$ cat src/dqia_pkg.sv
// ----------------------------------------------------------------------------
// dqia_pkg
// Shared types and constants for the indexed double-ended queue.
// ----------------------------------------------------------------------------
`default_nettype none

package dqia_pkg;

  localparam int unsigned DEF_CAPACITY = 64;
  localparam int unsigned POS_W        = 6;
  localparam int unsigned DATA_W       = 32;
  localparam int unsigned CNT_W        = 7;

  typedef enum logic [2:0] {
    ACT_PUSH_FRONT = 3'd0,
    ACT_PUSH_BACK  = 3'd1,
    ACT_POP_FRONT  = 3'd2,
    ACT_POP_BACK   = 3'd3,
    ACT_READ       = 3'd4,
    ACT_WRITE      = 3'd5,
    ACT_REMOVE     = 3'd6,
    ACT_CLEAR      = 3'd7
  } action_e;

  typedef enum logic [1:0] {
    ST_OK    = 2'd0,
    ST_EMPTY = 2'd1,
    ST_RANGE = 2'd2,
    ST_FULL  = 2'd3
  } status_e;

  typedef struct packed {
    action_e                   action;
    logic [POS_W-1:0]          position;
    logic signed [DATA_W-1:0]  data_in;
  } in_beat_t;

  typedef struct packed {
    logic signed [DATA_W-1:0]  data_out;
    status_e                   status;
    logic [CNT_W-1:0]          entry_count;
  } out_beat_t;

  typedef enum logic [4:0] {
    S_IDLE = 5'b00001,
    S_EXEC = 5'b00010,
    S_SHRD = 5'b00100,
    S_SHWR = 5'b01000,
    S_RESP = 5'b10000
  } ctrl_state_e;

  typedef struct packed {
    logic accept;
    logic exec;
    logic shift_rd;
    logic shift_wr;
    logic shift_end;
    logic load_out;
  } dp_cmd_t;

  typedef struct packed {
    logic shift_req;
    logic more;
    logic out_free;
  } dp_sts_t;

endpackage

`default_nettype wire

$ cat src/dqia_ctrl.sv
// ----------------------------------------------------------------------------
// dqia_ctrl
// Sequencer: accept, execute, shift loop for remove, response.
// ----------------------------------------------------------------------------
`default_nettype none

module dqia_ctrl
  import dqia_pkg::*;
(
  input  wire logic    clk_i,
  input  wire logic    rst_ni,
  input  wire logic    in_valid_i,
  output logic         in_ready_o,
  input  wire dp_sts_t sts_i,
  output dp_cmd_t      cmd_o
);

  ctrl_state_e state_q, state_d;

  always_comb begin
    state_d    = state_q;
    in_ready_o = 1'b0;
    cmd_o      = '0;
    case (state_q)
      S_IDLE: begin
        in_ready_o = 1'b1;
        if (in_valid_i) begin
          cmd_o.accept = 1'b1;
          state_d      = S_EXEC;
        end
      end
      S_EXEC: begin
        cmd_o.exec = 1'b1;
        state_d    = sts_i.shift_req ? S_SHRD : S_RESP;
      end
      S_SHRD: begin
        if (sts_i.more) begin
          cmd_o.shift_rd = 1'b1;
          state_d        = S_SHWR;
        end else begin
          cmd_o.shift_end = 1'b1;
          state_d         = S_RESP;
        end
      end
      S_SHWR: begin
        cmd_o.shift_wr = 1'b1;
        state_d        = S_SHRD;
      end
      S_RESP: begin
        if (sts_i.out_free) begin
          cmd_o.load_out = 1'b1;
          in_ready_o     = 1'b1;
          if (in_valid_i) begin
            cmd_o.accept = 1'b1;
            state_d      = S_EXEC;
          end else begin
            state_d = S_IDLE;
          end
        end
      end
      default: begin
        state_d = S_IDLE;
      end
    endcase
  end

  always_ff @(posedge clk_i or negedge rst_ni) begin
    if (!rst_ni) begin
      state_q <= S_IDLE;
    end else begin
      state_q <= state_d;
    end
  end

endmodule

`default_nettype wire

$ cat config.mk
export PLATFORM = sky130hd
export DESIGN_NAME = dqia_ctrl
export DESIGN_NICKNAME = d
export VERILOG_FILES = /design/src/dqia_pkg.sv /design/src/dqia_ctrl.sv
export SDC_FILE = /design/constraint.sdc
export NUM_CORES = 1
export LEC_CHECK = 0
export BUFFER_PORTS_ARGS = -buffer_cell sky130_fd_sc_hd__buf_2
export CAP_MARGIN = 20
export CORE_AREA = 8 8 45 47
export DETAILED_ROUTE_END_ITERATION = 8
export DIE_AREA = 0 0 53 55
export PLACE_DENSITY_LB_ADDON = 0.12
export REMOVE_ABC_BUFFERS = 1
export SYNTH_ARGS = -nofsm -noshare
export SYNTH_HDL_FRONTEND = slang
export SYNTH_SLANG_ARGS = --single-unit
$ cat constraint.sdc
create_clock -name clk_i -period 2.9 [get_ports clk_i]
set_clock_uncertainty 0.2 [all_clocks]
set_input_delay 0.58 -clock clk_i [delete_from_list [all_inputs] [get_ports clk_i]]
set_output_delay 0.58 -clock clk_i [all_outputs]
set_load 0.02 [all_outputs]
==> impl_metrics.tcl <==
set metrics [dict create \
    max_freq_ghz 0.427 \
    drtPass1Iterations 2 \
    wl_per_cell_um 12.1 \
    globalplace.congestion 0.730 \
    end_kind "output port" \
    viasPerCell 4.59 \
    period_needed_ps 2340 \
    max_stage_delay_ps 450 \
    cts_tree "yes" \
    ys_warn_count 0 \
    cp_top_family "simple AND/OR/NAND/NOR gates" \
    die_area_um2 2920 \
    post_cts_buffers 0 \
    ir_worst_vdd_mv 0.293 \
    io_pins 13 \
    pwr-share-clk_pct 22.4 \
    power_frac_seq_pct 34.2 \
    grt_pass1_vias 324 \
    worstSkewPairLatency_ps 240 \
    die_x_um 53 \
    core-area_um2 1380 \
    numCtsBuffers 3 \
    regMostFlops "state_q" \
    p_leak_uw 0.000235 \
    status "completed" \
    maxCapViolCount 0 \
    cts.htree.levels 1 \
    intPower_uw 212 \
    ant_nets 0 \
    cts_root_buffer "clkbuf_4" \
    ys_top_cells_by_area "dfrtp_1, dfstp_2, nor2_1" \
    p_switching_uw 134 \
    cp_num_buf_inv 1 \
    synth_cell_types 24 \
    grt_use_total_pct 6.09 \
    synth_top_cell_area_share_pct 29.4 \
    start_util_pct 24.6 \
    finalHoldViolCount 0 \
    comb_power_share_pct 43.4 \
    path_cells "or3_4 > a21oi_2 > and2_1 > buf_2" \
    synth_area_um2 340 \
    switching_share_pct 38.7 \
    largestRegisters "state_q: 5 flops" \
    power_density_nw_per_um2 786 \
    required_ps 2120 \
    slowest_stage "dfrtp_1" \
    fp.dieH_um 55 \
    avgSynthCellArea_um2 9.20 \
    clockBufferDepth 2 \
    period_share_pct 80.8 \
    area_delta_synth_final_pct 29.4 \
    yosys.area.top_type "dfrtp_1" \
    fin_cells 68 \
    rows 14 \
    slew-limit-headroom_pct 83.9 \
    overflow 0 \
    grt_max_degree 10 \
    crit_arrival_ps 1560 \
    drc 0 \
    drive_gt1_share_pct 40.4 \
    clock-sinks 5 \
    diodes 0 \
    antenna_found_initial 0 \
    routed-via-count 312 \
    critical_path_class "register to output port" \
    clk_pin_slew_ps 40 \
    synth_seq_area_share_pct 37.1 \
    dpl.hpwl_um 695 \
    drt_iter0_drc 3 \
    wl_um 825 \
    grt_pass1_wl_um 1310 \
    cp-start-kind "register" \
    tightest_slew_ps 238 \
    finalSetupTns_ps 0 \
    cp_max_fo 9 \
    ys_seq_elements 5 \
    nets 59 \
    dp.cells 63 \
    rsz0062_at_grt "no" \
    finalSetupViolations 0 \
    drv_slew 0 \
    synth_cells 37 \
    io_buffer_count 12 \
    largest_register_ff_count 5 \
    hp-class "input pin to register" \
]
## placed cells by master (no fill, tap or decap)
cell type,count
o21ai_0,2
nor4b_1,1
and3b_1,1
xor2_1,1
o32a_2,1
nand3b_1,1
buf_2,12
nand3_1,1
or4b_1,1
or3_4,1
a21boi_1,1
and2_1,2
a21o_1,1
clkbuf_4,3
nand2b_1,1
dlygate4sd3_1,1
dfrtp_1,4
a31oi_1,2
a21oi_2,1
and4bb_2,1
nor2_1,7
and3_1,1
nand2b_2,1
dfstp_2,1
clkbuf_1,1
inv_1,2
## power by group through the flow
| stage | sequential [µW] | clock (µW) | combinational [µW] |
|---|---|---|---|
| floorplan | 111 | 0 | 111 |
| global placement | 118 | 0 | 145 |
| detailed placement | 119 | 0 | 152 |
| CTS | 118 | 81.9 | 154 |
| global route | 122 | 85.3 | 166 |
| finish | 119 | 77.6 | 150 |
## cell usage after synthesis, drive strengths merged
library cell,instances
xor2,1
nor4b,1
inv,2
o21ai,2
dfstp,1
and3b,1
dfrtp,4
buf,2
a31oi,2
nand3,1
or4b,1
and4bb,1
or3,1
nand2b,2
nor2,7
a21boi,1
a21oi,1
a21o,1
o32a,1
and2,2
and3,1
nand3b,1
## timing repair
| item | 4_1_cts | 5_1_grt |
|---|---|---|
| resized for setup | 0 | 0 |
| hold buffers | 1 | 0 |
| hold endpoints to repair | 4 | 0 |
## routing by layer
layer / track usage [%] / vias to the layer above / wire length, µm / part of all wire [%]
met5: 0 / - / 0 / 0
met4: 3.88 / 0 / 0 / 0
met3: 1.60 / 0 / 35 / 4.2
met2: 10.7 / 7 / 429 / 52
met1: 6.30 / 143 / 359 / 44
li1: - / 162 / - / -
## per-stage QoR
stage                     setup WS (ps)  total power, µW  util, %  instance area, µm²  hold WS (ps)
after floorplan                     737              223        -                 324          84.4
after global placement              848              263     29.2                 404           194
after detailed placement            791              271     29.2                 404           198
after CTS                           527              354     31.8                 440           368
after global routing                491              373     31.8                 440           378
final                               556              346     31.8                 440           378
## area by class of cell
type                    count  area, µm²
clock buffers               4       26.3
fillers                   160        943
inverters                   2       7.51
multi-input cells          28        190
flip-flops and latches      5        126
well taps                  16       20.0
repair buffers             13       70.1
## worst paths after layout
check,from,cells after the start,end,slack (ps)
worst max-delay path,state_q[2],4,cmd_o[5],560
max in group asynchronous,rst_ni,2,state_q[0],1810
min in group asynchronous,rst_ni,2,state_q[3],480
worst min-delay path,sts_i[2],2,state_q[2],380
worst min register to register,state_q[1],2,state_q[4],480
worst max register to register,state_q[2],2,state_q[4],1430
## worst register-to-register path: stages, from the launching register on
cell and delay, ps:
dfrtp_1 450, or4b_1 560, a21boi_1 180
## cell families after synthesis
group	after synthesis	share of synthesized area, %
XOR/XNOR	1	2.57
flip-flops	5	37.1
buffers and inverters	4	6.98
AO/OA/AOI/OAI	8	16.9
AND/OR/NAND/NOR	19	36.4
Note: power is estimated with default switching activity, not from simulation.
