**src/dqia_pkg.sv**
```systemverilog
// ----------------------------------------------------------------------------
// dqia_pkg
// Shared types and constants for the indexed double-ended queue.
// ----------------------------------------------------------------------------
`default_nettype none

package dqia_pkg;

  localparam int unsigned DEF_CAPACITY = 64;
  localparam int unsigned POS_W        = 6;
  localparam int unsigned DATA_W       = 32;
  localparam int unsigned CNT_W        = 7;

  typedef enum logic [2:0] {
    ACT_PUSH_FRONT = 3'd0,
    ACT_PUSH_BACK  = 3'd1,
    ACT_POP_FRONT  = 3'd2,
    ACT_POP_BACK   = 3'd3,
    ACT_READ       = 3'd4,
    ACT_WRITE      = 3'd5,
    ACT_REMOVE     = 3'd6,
    ACT_CLEAR      = 3'd7
  } action_e;

  typedef enum logic [1:0] {
    ST_OK    = 2'd0,
    ST_EMPTY = 2'd1,
    ST_RANGE = 2'd2,
    ST_FULL  = 2'd3
  } status_e;

  typedef struct packed {
    action_e                   action;
    logic [POS_W-1:0]          position;
    logic signed [DATA_W-1:0]  data_in;
  } in_beat_t;

  typedef struct packed {
    logic signed [DATA_W-1:0]  data_out;
    status_e                   status;
    logic [CNT_W-1:0]          entry_count;
  } out_beat_t;

  typedef enum logic [4:0] {
    S_IDLE = 5'b00001,
    S_EXEC = 5'b00010,
    S_SHRD = 5'b00100,
    S_SHWR = 5'b01000,
    S_RESP = 5'b10000
  } ctrl_state_e;

  typedef struct packed {
    logic accept;
    logic exec;
    logic shift_rd;
    logic shift_wr;
    logic shift_end;
    logic load_out;
  } dp_cmd_t;

  typedef struct packed {
    logic shift_req;
    logic more;
    logic out_free;
  } dp_sts_t;

endpackage

`default_nettype wire

```
**src/dqia_dpath.sv**
```systemverilog
// ----------------------------------------------------------------------------
// dqia_dpath
// Ring buffer memory, front/count registers, status logic, output register.
// ----------------------------------------------------------------------------
`default_nettype none

module dqia_dpath
  import dqia_pkg::*;
#(
  parameter int unsigned CAPACITY = DEF_CAPACITY
) (
  input  wire logic     clk_i,
  input  wire logic     rst_ni,
  input  wire in_beat_t in_beat_i,
  input  wire dp_cmd_t  cmd_i,
  output dp_sts_t       sts_o,
  output out_beat_t     out_beat_o,
  output logic          out_valid_o,
  input  wire logic     out_ready_i
);

  localparam int unsigned IW = $clog2(CAPACITY);
  localparam int unsigned OW = $clog2(CAPACITY + 1);
  localparam int unsigned CW = (OW > POS_W) ? OW : POS_W;
  localparam int unsigned EW = (OW > CNT_W) ? OW : CNT_W;

  action_e                 act_q;
  logic [POS_W-1:0]        pos_q;
  logic signed [DATA_W-1:0] din_q;
  logic [IW-1:0]           front_q;
  logic [OW-1:0]           occ_q;
  logic [OW-1:0]           k_q;
  status_e                 st_q;
  logic [DATA_W-1:0]       rdata_q;
  logic [DATA_W-1:0]       mem [CAPACITY];
  out_beat_t               out_q;
  logic                    out_valid_q;

  function automatic logic [IW-1:0] slot_of(input logic [IW-1:0] base,
                                            input logic [OW-1:0] off);
    logic [OW:0] sum;
    sum = (OW+1)'(base) + (OW+1)'(off);
    if (sum >= (OW+1)'(CAPACITY)) begin
      sum = sum - (OW+1)'(CAPACITY);
    end
    return sum[IW-1:0];
  endfunction

  logic [OW-1:0]     pos_off, k_inc;
  logic              in_range, empty, full;
  status_e           st_c;
  logic [IW-1:0]     slot_pos, slot_back, slot_next, slot_k, slot_k1, front_dec;
  logic [EW-1:0]     occ_ext;
  logic              we, re;
  logic [IW-1:0]     waddr, raddr;
  logic [DATA_W-1:0] wdata;

  assign pos_off   = OW'(pos_q);
  assign in_range  = CW'(pos_q) < CW'(occ_q);
  assign empty     = (occ_q == '0);
  assign full      = (occ_q == OW'(CAPACITY));
  assign slot_pos  = slot_of(front_q, pos_off);
  assign slot_back = slot_of(front_q, occ_q);
  assign slot_next = slot_of(front_q, OW'(1));
  assign front_dec = (front_q == '0) ? IW'(CAPACITY - 1) : front_q - 1'b1;
  assign k_inc     = k_q + 1'b1;
  assign slot_k    = slot_of(front_q, k_q);
  assign slot_k1   = slot_of(front_q, k_inc);
  assign occ_ext   = EW'(occ_q);

  always_comb begin
    case (act_q)
      ACT_PUSH_FRONT, ACT_PUSH_BACK: st_c = full ? ST_FULL : ST_OK;
      ACT_POP_FRONT, ACT_POP_BACK:   st_c = empty ? ST_EMPTY : ST_OK;
      ACT_READ, ACT_WRITE, ACT_REMOVE: st_c = in_range ? ST_OK : ST_RANGE;
      default:                       st_c = ST_OK;
    endcase
  end

  assign sts_o.shift_req = (act_q == ACT_REMOVE) && in_range && (pos_q != '0);
  assign sts_o.more      = k_inc < occ_q;
  assign sts_o.out_free  = !out_valid_q || out_ready_i;

  always_comb begin
    we    = 1'b0;
    waddr = slot_pos;
    wdata = din_q;
    re    = 1'b0;
    raddr = slot_pos;
    if (cmd_i.exec && st_c == ST_OK) begin
      case (act_q)
        ACT_PUSH_FRONT: begin
          we    = 1'b1;
          waddr = front_dec;
        end
        ACT_PUSH_BACK: begin
          we    = 1'b1;
          waddr = slot_back;
        end
        ACT_WRITE: begin
          we = 1'b1;
        end
        ACT_READ: begin
          re = 1'b1;
        end
        default: begin
          we = 1'b0;
        end
      endcase
    end
    if (cmd_i.shift_rd) begin
      re    = 1'b1;
      raddr = slot_k1;
    end
    if (cmd_i.shift_wr) begin
      we    = 1'b1;
      waddr = slot_k;
      wdata = rdata_q;
    end
  end

  always_ff @(posedge clk_i) begin
    if (we) begin
      mem[waddr] <= wdata;
    end
    if (re) begin
      rdata_q <= mem[raddr];
    end
  end

  always_ff @(posedge clk_i) begin
    if (cmd_i.accept) begin
      act_q <= in_beat_i.action;
      pos_q <= in_beat_i.position;
      din_q <= in_beat_i.data_in;
    end
    if (cmd_i.exec) begin
      st_q <= st_c;
      k_q  <= pos_off;
    end
    if (cmd_i.shift_wr) begin
      k_q <= k_inc;
    end
    if (cmd_i.load_out) begin
      out_q.data_out    <= (act_q == ACT_READ && st_q == ST_OK) ? rdata_q : '0;
      out_q.status      <= st_q;
      out_q.entry_count <= occ_ext[CNT_W-1:0];
    end
  end

  always_ff @(posedge clk_i or negedge rst_ni) begin
    if (!rst_ni) begin
      front_q     <= '0;
      occ_q       <= '0;
      out_valid_q <= 1'b0;
    end else begin
      if (cmd_i.exec && st_c == ST_OK) begin
        case (act_q)
          ACT_PUSH_FRONT: begin
            front_q <= front_dec;
            occ_q   <= occ_q + 1'b1;
          end
          ACT_PUSH_BACK: begin
            occ_q <= occ_q + 1'b1;
          end
          ACT_POP_FRONT: begin
            front_q <= slot_next;
            occ_q   <= occ_q - 1'b1;
          end
          ACT_POP_BACK: begin
            occ_q <= occ_q - 1'b1;
          end
          ACT_REMOVE: begin
            if (pos_q == '0) begin
              front_q <= slot_next;
              occ_q   <= occ_q - 1'b1;
            end
          end
          ACT_CLEAR: begin
            front_q <= '0;
            occ_q   <= '0;
          end
          default: begin
            occ_q <= occ_q;
          end
        endcase
      end
      if (cmd_i.shift_end) begin
        occ_q <= occ_q - 1'b1;
      end
      if (cmd_i.load_out) begin
        out_valid_q <= 1'b1;
      end else if (out_ready_i) begin
        out_valid_q <= 1'b0;
      end
    end
  end

  assign out_beat_o  = out_q;
  assign out_valid_o = out_valid_q;

endmodule

`default_nettype wire

```
**config.mk**
```make
export PLATFORM = sky130hd
export DESIGN_NAME = dqia_dpath
export DESIGN_NICKNAME = d
export VERILOG_FILES = /design/src/dqia_pkg.sv /design/src/dqia_dpath.sv
export SDC_FILE = /design/constraint.sdc
export NUM_CORES = 2
export LEC_CHECK = 0
export BUFFER_PORTS_ARGS = -buffer_cell sky130_fd_sc_hd__buf_4
export CELL_PAD_IN_SITES_DETAIL_PLACEMENT = 1
export CELL_PAD_IN_SITES_GLOBAL_PLACEMENT = 1
export CORE_ASPECT_RATIO = 0.8
export CORE_MARGIN = 5
export CORE_UTILIZATION = 55
export DETAILED_ROUTE_END_ITERATION = 12
export PLACE_DENSITY_LB_ADDON = 0.1
export SLEW_MARGIN = 20
export SYNTH_ARGS = -nofsm -noshare
export SYNTH_HDL_FRONTEND = slang
export SYNTH_SLANG_ARGS = --single-unit
```
**constraint.sdc**
```tcl
create_clock -name clk_i -period 7.25 [get_ports clk_i]
set_clock_uncertainty 0.2 [all_clocks]
set_input_delay 0.725 -clock clk_i [delete_from_list [all_inputs] [get_ports clk_i]]
set_output_delay 0.725 -clock clk_i [all_outputs]
set_load 0.02 [all_outputs]
```
==> summary.txt <==
Die
  • Starting Density: 0.551
  • Number of cell rows: 130
  • Total Die Area: 165000 um2
  • Floorplan Core Area: 156000 um2
  • Floorplan die height: 364 um
  • IO Pins: 95
  • Die W: 453 um

Global route
  • Wire length of the first global-routing pass: 322000 um
  • Overall routing resource usage: 0.276
  • Largest net degree at the start of global routing: 105
  • Initial antenna violation count: 12
  • Number of global-route vias before repair: 43100
  • Remaining global-route overflow: 0

Pwr
  • Standby leakage power: 31.8 nW
  • Power per standard cell area: 455 nW/um2
  • Power share of the clock group: 0.232
  • Internal power: 28.7 mW
  • Maximum vdd ir drop: 498 uV
  • Switching power: 15.5 mW
  • Sw frac: 0.351
  • Fraction of power consumed by combinational cells: 0.396
  • Sequential group share of total power: 0.372

Synthesis
  • Portion of the post-synthesis area used by sequential elements: 0.760
  • Post-Syn Nets: 3959
  • EDFF count, synth: 2171
  • Mapped Cells: 3867
  • Number of warning messages in the yosys log: 0
  • Most instantiated flip-flop cell in the synthesis netlist: sky130_fd_sc_hd__edfxtp_1
  • Synth Register Bits: 2185
  • Netlist cell types: 71
  • Share of flip-flops with an asynchronous set or reset after synthesis: 0.00641
  • Mean area per synthesized cell: 22.3 um2
  • Combined area of all synthesized cells: 86200 um2

Route
  • Post-detailed-routing wire length: 226000 um
  • Number of design-rule violations left by the first detailed-router iteration: 4845
  • Via total after detailed routing: 41500
  • Routed length per instance: 35.1 um
  • Final routed DRC violation total: 0
  • Remaining antenna violation count after routing: 0
  • Detailed-route vias per instance: 6.45
  • 1st-pass router iterations: 5

Timing
  • Post-Route Setup TNS: 0 ps
  • Actual slew at the worst max-slew pin: 1110 ps
  • Final count of negative-setup-slack endpoints: 0
  • Final hold vios: 0
  • Highest clock rate: 193 MHz
  • Final Max Slew Viols: 0
  • Period utilisation layout: 0.715
  • Shortest clock period the worst path allows after layout: 5180 ps
  • Slew headroom: 0.254
  • Minimum hold slack: 105 ps
  • RSZ-0062 raised after global routing: false

Clocking
  • Clk slew on worst S/H paths: 70 ps
  • Setup Buffers After CTS: 0
  • Number of buffers inserted for hold repair after clock tree synthesis: 44
  • H-tree depth: 4
  • PostCTS Resize Cnt: 0
  • Number of buffers created by CTS: 205
  • Longest Clk Path Bufs: 3
  • Clock latency reported for the late side of the worst-skew pair: 840 ps
  • Clock tree root driver cell: sky130_fd_sc_hd__clkbuf_16
  • TritonCTS clock tree: done
  • # clock sinks: 2185

Place
  • Final weighted congestion in routability-driven placement: 0.886
  • Number of buffer cells added on primary ports: 94
  • Detailed placer's ending HPWL: 124000 um

Critical path
  • Crit path top cell by count: sky130_fd_sc_hd__mux2i_1
  • Crit path max-delay cell type: sky130_fd_sc_hd__mux2i_4
  • Cell breakdown of the critical path: inv_1, fa_1, mux2i_4, buf_12, buf_4, mux4_2, mux2i_1, mux2i_1, mux2i_1, mux2i_1
  • Slowest Stage Delay on Critical Path: 820 ps
  • Type of the worst setup path: reg2reg
  • Sort of element at the start of the critical path: register
  • Setup crit end kind: register
  • Req. time, crit path: 7590 ps
  • Maximum fanout encountered on the critical timing path: 54
  • Crit path DAT: 5520 ps
  • Register-to-register setup slack: 2070 ps

Layout
  • Layout cells sized above 1: 0.262
  • Nets: 4244
  • Area Overhead vs Synth: 12.8%

Status
  • Outcome: finished, final reports clean

Flow run
  • Maximum capacitance violations: 0

Worst hold path
  • Worst Hold Class: in2async
## cells by family (layout without fill, tap and decap cells)
family,after synthesis,after routing,synth area share
simple gates,233,233,0.0147
compound gates,129,129,0.0102
fa+ha+maj,42,42,0.00645
flops,2185,2185,0.760
buf+inv,226,673,0.0116
mux,1032,1032,0.195
other cells,0,4,0
xor+xnor,20,20,0.00203
## power by group through the flow
stage / Combinational [mW] / Clock, mW / Sequential (mW)
final: 17.5 / 10.2 / 16.5
after global routing: 18.4 / 11.0 / 16.5
after CTS: 17.6 / 10.4 / 16.5
after detailed placement: 17.5 / 0 / 16.7
after global placement: 17.1 / 0 / 16.7
after floorplan: 11.6 / 0 / 16.5
## cell usage in the layout (no fill, tap or decap), drive strengths merged, types with 30 or more instances in the layout
master | netlist | layout
dlygate4sd3 | 0 | 44
o21ai | 30 | 30
inv | 26 | 35
nor3 | 76 | 76
buf | 156 | 234
clkbuf | 44 | 268
a21oi | 30 | 30
mux2 | 34 | 34
mux4 | 512 | 512
edfxtp | 2171 | 2171
and2 | 40 | 40
ha | 38 | 38
clkinv | 0 | 77
nand2 | 32 | 32
mux2i | 486 | 486
nor2 | 33 | 33
## worst max-delay path: cells and delay by family, from the launching register on
family | cells | cell delay, ps
mux | 6 | 2150
buf+inv | 3 | 1230
flops | 1 | 640
fa+ha+maj | 1 | 560
## sequential cells by signal, indices dropped and copies added, names as in the netlist, 6 cells and up
register	count
din_q	32
front_q	6
k_q	7
mem	2048
occ_ext	7
out_beat_o	41
pos_q	6
rdata_q	32
## metal layers
| layer | track usage | vias to the layer above | part of all wire |
|---|---|---|---|
| met2 | 0.420 | 2008 | 0.46 |
| met5 | 0 | - | 0 |
| li1 | - | 16800 | - |
| met4 | 0.0841 | 0 | 0.032 |
| met3 | 0.0691 | 330 | 0.096 |
| met1 | 0.403 | 22300 | 0.41 |
## stage by stage
stage / util / setup slack (ps) / cells / area, um2 / power [mW]
2_1_floorplan: - / 1630 / 3867 / 86200 / 28.1
4_1_cts: 0.621 / 2010 / 6425 / 97100 / 44.5
3_5_place_dp: 0.578 / 2090 / 6012 / 90400 / 34.2
6_report: 0.621 / 2070 / 6430 / 97200 / 44.2
3_3_place_gp: 0.578 / 2160 / 6011 / 90400 / 33.8
5_1_grt: 0.621 / 1880 / 6427 / 97200 / 46.0
## area by class of cell
class                           instances  area [um2]
Multi-Input combinational cell       1456       20100
Antenna cell                            4        10.0
Clock buffer                          268        5470
Inverter                               26        97.6
Fill cell                           12600       59300
Timing Repair Buffer                  278        2500
Sequential cell                      2185       65500
Clock inverter                        101         800
Tap cell                             2112        2640
## path summary, 6_finish.rpt
path                                  to  cells past startpoint       start
max in group asynchronous     front_q[5]                      2      rst_ni
setup reg to reg              rdata_q[9]                     10  front_q[1]
min in group clk_i            occ_ext[5]                      3    cmd_i[1]
setup / recovery              rdata_q[9]                     10  front_q[1]
hold / removal                occ_ext[5]                      2      rst_ni
hold reg to reg            out_beat_o[8]                      0     st_q[1]
## synth_stat cells, types with 14 or more instances
master	n	area (um2)
sky130_fd_sc_hd__mux2i_1	486	4860
sky130_fd_sc_hd__buf_1	54	203
sky130_fd_sc_hd__nor3_1	66	330
sky130_fd_sc_hd__a21oi_1	29	145
sky130_fd_sc_hd__mux2_2	34	383
sky130_fd_sc_hd__clkbuf_1	44	165
sky130_fd_sc_hd__and2_1	40	250
sky130_fd_sc_hd__nor2_1	32	120
sky130_fd_sc_hd__a21o_1	17	128
sky130_fd_sc_hd__inv_1	26	97.6
sky130_fd_sc_hd__ha_1	38	475
sky130_fd_sc_hd__dfrtp_1	14	350
sky130_fd_sc_hd__buf_2	100	500
sky130_fd_sc_hd__edfxtp_1	2171	65200
sky130_fd_sc_hd__nand2_1	31	116
sky130_fd_sc_hd__mux4_2	512	11500
sky130_fd_sc_hd__o21ai_0	27	135
(Power assumes the default switching activity.)
